--- src/rtl/ctc_pkg.sv ---
`default_nettype none
package ctc_pkg;

  localparam int TGT_W  = 256;
  localparam int CODE_W = 32;
  localparam int MANT_W = 24;
  localparam int WORD_W = 64;

  typedef enum logic {
    CMD_EXPAND   = 1'b0,
    CMD_COMPRESS = 1'b1
  } ctc_cmd_t;

  typedef enum logic [1:0] {
    ST_OK      = 2'd0,
    ST_SIGN    = 2'd1,
    ST_EXP_OOR = 2'd2
  } ctc_status_t;

  typedef struct packed {
    logic [TGT_W-1:0] target;
    ctc_status_t      status;
  } ctc_exp_res_t;

endpackage
`default_nettype wire

--- src/rtl/compact_target_codec_unit.sv ---
`default_nettype none
// Compact target codec: converts a 32-bit compact code (exponent byte, sign
// bit, 23-bit mantissa) to a 256-bit target, or a 256-bit target back to
// its compact code.
// Input: a transaction is taken on a rising edge with start high and busy
// low. busy is always low, so one transaction may be issued every cycle.
// in_command selects expand (0) or compress (1).
// Output: out_strobe is high for one cycle with the result on the out_
// ports, once the transaction has passed the input register and the
// result register. The receiver cannot stall;
// each result must be taken in the cycle it is shown.
// Throughput: one transaction per cycle; the conversion logic sits between
// the input register and the result register.
// Configuration: cfg_we/cfg_wdata write the code returned for an all-zero
// target; write it only when no transaction is in flight.
// Reset (rst_n low, synchronous): clears the pipeline valids and the
// zero-target code; no results come out of reset.
module compact_target_codec_unit (
  input  wire logic                       clk,
  input  wire logic                       rst_n,
  input  wire logic                       start,
  output logic                            busy,
  input  wire logic                       in_command,
  input  wire logic [ctc_pkg::CODE_W-1:0] in_compact_in,
  input  wire logic [ctc_pkg::WORD_W-1:0] in_target_in_w3,
  input  wire logic [ctc_pkg::WORD_W-1:0] in_target_in_w2,
  input  wire logic [ctc_pkg::WORD_W-1:0] in_target_in_w1,
  input  wire logic [ctc_pkg::WORD_W-1:0] in_target_in_w0,
  output logic                            out_strobe,
  output logic      [ctc_pkg::WORD_W-1:0] out_target_out_w3,
  output logic      [ctc_pkg::WORD_W-1:0] out_target_out_w2,
  output logic      [ctc_pkg::WORD_W-1:0] out_target_out_w1,
  output logic      [ctc_pkg::WORD_W-1:0] out_target_out_w0,
  output logic      [ctc_pkg::CODE_W-1:0] out_compact_out,
  output logic      [1:0]                 out_status,
  input  wire logic                       cfg_we,
  input  wire logic [ctc_pkg::CODE_W-1:0] cfg_wdata
);
  import ctc_pkg::*;

  logic               in_vld_r;
  ctc_cmd_t           cmd_r;
  logic [CODE_W-1:0]  code_r;
  logic [TGT_W-1:0]   tgt_r;
  logic [CODE_W-1:0]  zero_code_r;

  logic               res_vld_r;
  logic [TGT_W-1:0]   res_tgt_r;
  logic [TGT_W-1:0]   res_tgt_nxt;
  logic [CODE_W-1:0]  res_code_r;
  logic [CODE_W-1:0]  res_code_nxt;
  ctc_status_t        res_st_r;
  ctc_status_t        res_st_nxt;

  ctc_exp_res_t       exp_res;
  logic [CODE_W-1:0]  cmp_code;
  logic               accept;

  assign busy   = 1'b0;
  assign accept = start && !busy;

  always_ff @(posedge clk) begin
    if (!rst_n) begin
      in_vld_r    <= 1'b0;
      res_vld_r   <= 1'b0;
      zero_code_r <= '0;
    end else begin
      in_vld_r  <= accept;
      res_vld_r <= in_vld_r;
      if (cfg_we) begin
        zero_code_r <= cfg_wdata;
      end
    end
  end

  always_ff @(posedge clk) begin
    if (accept) begin
      cmd_r  <= ctc_cmd_t'(in_command);
      code_r <= in_compact_in;
      tgt_r  <= {in_target_in_w3, in_target_in_w2, in_target_in_w1, in_target_in_w0};
    end
    if (in_vld_r) begin
      res_tgt_r  <= res_tgt_nxt;
      res_code_r <= res_code_nxt;
      res_st_r   <= res_st_nxt;
    end
  end

  ctc_expand u_expand (
    .code (code_r),
    .res  (exp_res)
  );

  ctc_compress u_compress (
    .target    (tgt_r),
    .zero_code (zero_code_r),
    .code      (cmp_code)
  );

  always_comb begin
    case (cmd_r)
      CMD_EXPAND: begin
        res_tgt_nxt  = exp_res.target;
        res_code_nxt = '0;
        res_st_nxt   = exp_res.status;
      end
      CMD_COMPRESS: begin
        res_tgt_nxt  = '0;
        res_code_nxt = cmp_code;
        res_st_nxt   = ST_OK;
      end
      default: begin
        res_tgt_nxt  = '0;
        res_code_nxt = '0;
        res_st_nxt   = ST_OK;
      end
    endcase
  end

  assign out_strobe        = res_vld_r;
  assign out_target_out_w3 = res_tgt_r[4*WORD_W-1:3*WORD_W];
  assign out_target_out_w2 = res_tgt_r[3*WORD_W-1:2*WORD_W];
  assign out_target_out_w1 = res_tgt_r[2*WORD_W-1:WORD_W];
  assign out_target_out_w0 = res_tgt_r[WORD_W-1:0];
  assign out_compact_out   = res_code_r;
  assign out_status        = res_st_r;

  a_latency: assert property (@(posedge clk) disable iff (!rst_n)
    accept |=> ##1 out_strobe)
    else $error("result missing two cycles after accept");

  a_no_spurious: assert property (@(posedge clk) disable iff (!rst_n)
    out_strobe |-> $past(accept, 2))
    else $error("result without a transaction");

  a_compress_ok: assert property (@(posedge clk) disable iff (!rst_n)
    (out_strobe && out_compact_out != '0) |-> (out_status == ST_OK))
    else $error("compress result carries nonzero status");

  a_status_code: assert property (@(posedge clk) disable iff (!rst_n)
    out_strobe |-> (out_status != 2'd3))
    else $error("undefined status code");

endmodule
`default_nettype wire

--- src/rtl/ctc_expand.sv ---
`default_nettype none
module ctc_expand (
  input  wire logic [ctc_pkg::CODE_W-1:0] code,
  output ctc_pkg::ctc_exp_res_t           res
);
  import ctc_pkg::*;

  localparam int WIDE_W = TGT_W + MANT_W;

  logic              dec;
  logic [MANT_W-1:0] mant;
  logic [8:0]        e_adj;
  logic              e_neg;
  logic              in_range;
  logic [WIDE_W-1:0] wide;

  always_comb begin
    dec      = (code[22:16] == 7'd0);
    mant     = dec ? {code[15:0], 8'd0} : {1'b0, code[22:0]};
    e_neg    = dec && (code[31:24] == 8'd0);
    e_adj    = {1'b0, code[31:24]} - {8'd0, dec};
    in_range = !e_neg && (e_adj <= 9'd34);
    wide     = {{TGT_W{1'b0}}, mant} << {e_adj[5:0], 3'b000};
    res.target = in_range ? wide[WIDE_W-1:MANT_W] : '0;
    if (code[23]) begin
      res.status = ST_SIGN;
    end else if (e_neg || (e_adj > 9'd32)) begin
      res.status = ST_EXP_OOR;
    end else begin
      res.status = ST_OK;
    end
  end

endmodule
`default_nettype wire

--- src/rtl/ctc_compress.sv ---
`default_nettype none
module ctc_compress (
  input  wire logic [ctc_pkg::TGT_W-1:0]  target,
  input  wire logic [ctc_pkg::CODE_W-1:0] zero_code,
  output logic      [ctc_pkg::CODE_W-1:0] code
);
  import ctc_pkg::*;

  localparam int NBYTES = TGT_W / 8;
  localparam int EXT_W  = TGT_W + MANT_W;

  logic [4:0]        top;
  logic              any;
  logic [EXT_W-1:0]  ext;
  logic [8:0]        base;
  logic [MANT_W-1:0] mant;
  logic [MANT_W-1:0] mant_n;
  logic [7:0]        expo;

  // highest nonzero byte
  always_comb begin
    top = '0;
    any = 1'b0;
    for (int i = 0; i < NBYTES; i++) begin
      if (target[8*i +: 8] != 8'd0) begin
        top = 5'(i);
        any = 1'b1;
      end
    end
  end

  always_comb begin
    ext    = {target, {MANT_W{1'b0}}};
    base   = {1'b0, top, 3'b000} + 9'd8;
    mant   = ext[base +: MANT_W];
    expo   = {3'd0, top} + 8'd1;
    mant_n = mant;
    if (mant[MANT_W-1]) begin
      mant_n = {8'd0, mant[MANT_W-1:8]};
      expo   = expo + 8'd1;
    end
    code = any ? {expo, mant_n} : zero_code;
  end

endmodule
`default_nettype wire

--- config.mk ---
export PLATFORM = sky130hd
export DESIGN_NAME = compact_target_codec_unit
export DESIGN_NICKNAME = d
export VERILOG_FILES = /design/src/rtl/ctc_pkg.sv /design/src/rtl/compact_target_codec_unit.sv /design/src/rtl/ctc_expand.sv /design/src/rtl/ctc_compress.sv
export SDC_FILE = /design/constraint.sdc
export NUM_CORES = 1
export LEC_CHECK = 0
export BUFFER_PORTS_ARGS = -buffer_cell sky130_fd_sc_hd__clkbuf_2
export CORE_MARGIN = 10
export CORE_UTILIZATION = 35
export CTS_CLUSTER_DIAMETER = 80
export DETAILED_ROUTE_END_ITERATION = 8
export MAX_ROUTING_LAYER = met4
export PLACE_DENSITY = 0.64
export SETUP_SLACK_MARGIN = 0.3
export SLEW_MARGIN = 20
export SYNTH_ARGS = -nofsm -noshare
export SYNTH_HDL_FRONTEND = slang
export SYNTH_SLANG_ARGS = --single-unit
--- constraint.sdc ---
create_clock -name clk -period 18.1 [get_ports clk]
set_clock_uncertainty 0.2 [all_clocks]
set_input_delay 1.81 -clock clk [delete_from_list [all_inputs] [get_ports clk]]
set_output_delay 1.81 -clock clk [all_outputs]
set_load 0.05 [all_outputs]
==> key figures <==
Outcome
  • Outcome: completed

Global route
  • First-pass GRT wire length: 173900 um
  • Total GRT Usage: 0.2593
  • Remaining Overflow, GRT: 0
  • Initial antenna violation count: 13
  • Vias in the first global route: between 20k and 25k
  • Largest net degree at the start of global routing: around 200

STA
  • Setup TNS: 0 ns
  • Fmax: 144.1 MHz
  • Slew Limit Fails: 0
  • Final min period: 6.938 ns
  • WHS: between 0.3 and 0.4 ns
  • Worst Tran Pin Value: ~1.2 ns
  • Final setup violation count: 0
  • Setup repair after global routing missed its margin: false
  • Post-route worst setup slack: around 11 ns
  • Slew HR: 0.2036
  • Crit share post-route: 0.3833
  • Hold Violations, Final: 0

Clocking
  • Hold_buf cts: 0
  • Num CTS Buffers: between 70 and 80
  • TritonCTS Sinks: a little over 600
  • H-tree depth: 3
  • TritonCTS clock tree: yes
  • Number of setup buffers added after CTS: 0
  • Clk Tree Root Cell: clkbuf_16
  • Clk buf depth: 3
  • Clock latency on the worst-skew pair: 0.65 ns
  • Worst-path clk slew: 0.06 ns
  • Post-CTS Resized: 0

Placed design
  • GPL Wtd Cong: 1.053
  • DP Worst Slack: ~12 ns
  • HPWL Detailed: 95910 um
  • Buffers on Ports: roughly 600

Setup path
  • Startpoint types: register
  • Worst path required time: roughly 18 ns
  • Endpoint class of the critical path: register
  • Critical path arrival: 7.10 ns
  • Critical path class: register to register
  • Worst-path fanout max: 65

Die
  • Num ports: 617
  • Die width: 307.8 um
  • Die area: roughly 95000 um2
  • Die H: 307.8 um
  • Area of the core: 82110 um2
  • Initial core utilization: 0.3530
  • # rows: roughly 110

Cells and area
  • Final Core Density: 0.4343
  • Layout cell share with drive strength beyond 1: 0.2712
  • Synth-to-layout area growth: 23.03%
  • Final nets: 3283

Power and ir drop
  • Sw Ratio: 0.2817
  • Power share of the combinational group: 0.118
  • Clock power frac: 0.413
  • Pwr dens: roughly 100 nW/um2
  • Reg power frac: 0.469
  • VDD IR max: between 0.06 and 0.07 mV
  • Switching pwr: about 1.1 mW
  • Cell-internal power: approximately 2.7 mW
  • Pleak: around 12 nW
  • Total power: around 3.7 mW

Synthesis
  • Average cell area after synthesis: approximately 12 um2
  • Share of flip-flops with an asynchronous set or reset: 0
  • Synth warn: 0
  • Cell variety after synth: 84
  • Seq/Total Area, Yosys: 0.6234
  • Post-synth EDFFs: ~580
  • Mapped Area: ~29000 um2
  • Main flop type after synthesis: edfxtp_1
  • Syn Nets: about 2.7k
  • Synth Register Bits: between 600 and 700
  • Post-Syn Instances: 2365

Routing
  • Drt drc: 0
  • Final wirelength: 124900 um
  • Vias per inst: 5.909
  • Antenna viol nets, final: 0
  • Vias post-DR: roughly 24k
  • Post-DR wirelength/cell: 30.53 um
  • DR pass1 iterations: 6
  • Starting DRT DRC Count: between 3k and 4k

Flow run
  • Max-Cap Viols: 0

Worst hold path
  • Worst hold path type: register to register
[cell families after synthesis]
logic type / share of synthesized area
AO/OA/AOI/OAI: 0.1131
flip-flops: 0.6234
adder cells (fa/ha/maj): 0.002158
other: 0.0001294
XOR/XNOR: 0.003022
AND/OR/NAND/NOR: 0.1331
multiplexers: 0.09899
buffers and inverters: 0.02616
[layout make-up]
type,instances,area [um2]
fill,7726,46450
inverter,11,46.29
clock buffer,87,1899
clock inverter,46,631.9
antenna,10,25.02
multi-input combinational,1592,10180
sequential,613,18070
tap,1070,1339
timing repair buffer,663,3461
[power by group through the flow]
stage | registers [mW] | clock network (mW) | logic, mW
after floorplan | 1.88 | 0 | 0.124
after global routing | 1.76 | 1.63 | 0.461
after global placement | 1.77 | 0 | 0.436
final | 1.75 | 1.54 | 0.440
after detailed placement | 1.78 | 0 | 0.436
after CTS | 1.75 | 1.57 | 0.438
[flip-flops by register name, summed over array words and instances (netlist names)]
| signal | flops |
|---|---|
| tgt_r | 256 |
| out_compact_out | 32 |
| cmd_r | 1 |
| out_status | 2 |
| code_r | 32 |
| out_strobe | 1 |
| in_vld_r | 1 |
| res_tgt_r | 256 |
| zero_code_r | 32 |
[Yosys cell counts (19+ instances only)]
cell type	n	area, um2
edfxtp_1	579	17390
nor2_1	329	1235
mux2i_1	263	2633
nand2_1	210	788.3
clkbuf_1	75	281.5
a21oi_1	73	365.4
nor4_1	69	431.7
o22ai_1	64	400.4
nand3_1	54	270.3
o21ai_0	51	255.2
a22oi_1	37	277.8
buf_2	36	180.2
a32oi_1	35	306.5
dfxtp_1	34	680.7
nor2b_1	34	212.7
a31oi_1	32	200.2
nand4_1	29	181.4
nor3_1	23	115.1
and3_1	19	118.9
o21ai_1	19	95.09
[path summary, 6_finish.rpt]
| path | start | slack (ns) | endpoint | cells past startpoint |
|---|---|---|---|---|
| setup / recovery | tgt_r[117] | 11.16 | out_compact_out[14] | 13 |
| hold / removal | zero_code_r[23] | 0.31 | zero_code_r[23] | 2 |
| setup reg to reg | tgt_r[117] | 11.16 | out_compact_out[14] | 13 |
| hold reg to reg | zero_code_r[23] | 0.31 | zero_code_r[23] | 2 |
[critical path: stages (launching register included)]
cell and delay, ns:
edfxtp_1 0.43, nor4_1 0.74, nand4_1 0.29, a311o_1 0.40, a211oi_1 0.49, o211a_2 0.89
inv_6 0.45, buf_4 0.53, mux2i_1 0.30, o22ai_1 0.11, nor3_1 0.75, o21a_2 0.57
nor3_1 0.11, a311o_1 0.34
[cells in the final DEF (no fill, tap or decap), types with 10 or more instances in the layout]
cell type and instances:
clkbuf_2 614, a32oi_1 35, and2_1 11, dfxtp_1 33, nand2_1 210, nor4_1 69, a211oi_1 16, and3_1 19
bufinv_16 10, mux2i_1 263, a32o_1 16, o31ai_1 14, nor3_1 22, a22oi_1 37, o21ai_1 16, mux2_2 13
o22ai_1 64, a31oi_1 32, a211o_1 10, o21ai_0 51, nand4_1 29, nor2_1 328, o211ai_1 13, buf_4 47
nor2b_1 34, clkinv_1 14, clkbuf_1 12, a21oi_1 73, edfxtp_1 579, or4_1 10, clkbuf_16 73, nand3_1 54
diode_2 10
[stage by stage]
step	cell area, um2	cells
5_1_grt	35660	4091
3_5_place_dp	33100	3949
3_3_place_gp	33100	3949
4_1_cts	35630	4082
2_1_floorplan	28980	2365
6_report	35660	4092
[per-layer routing]
layer | GRT usage | vias to the layer above | share of wire
met5 | - | - | 0
met4 | 0.08737 | 0 | 0.035
met3 | 0.06171 | 260 | 0.11
met2 | 0.4097 | 1611 | 0.47
met1 | 0.3243 | 11930 | 0.39
li1 | - | 10380 | -
Note: power is estimated with default switching activity, not from simulation.
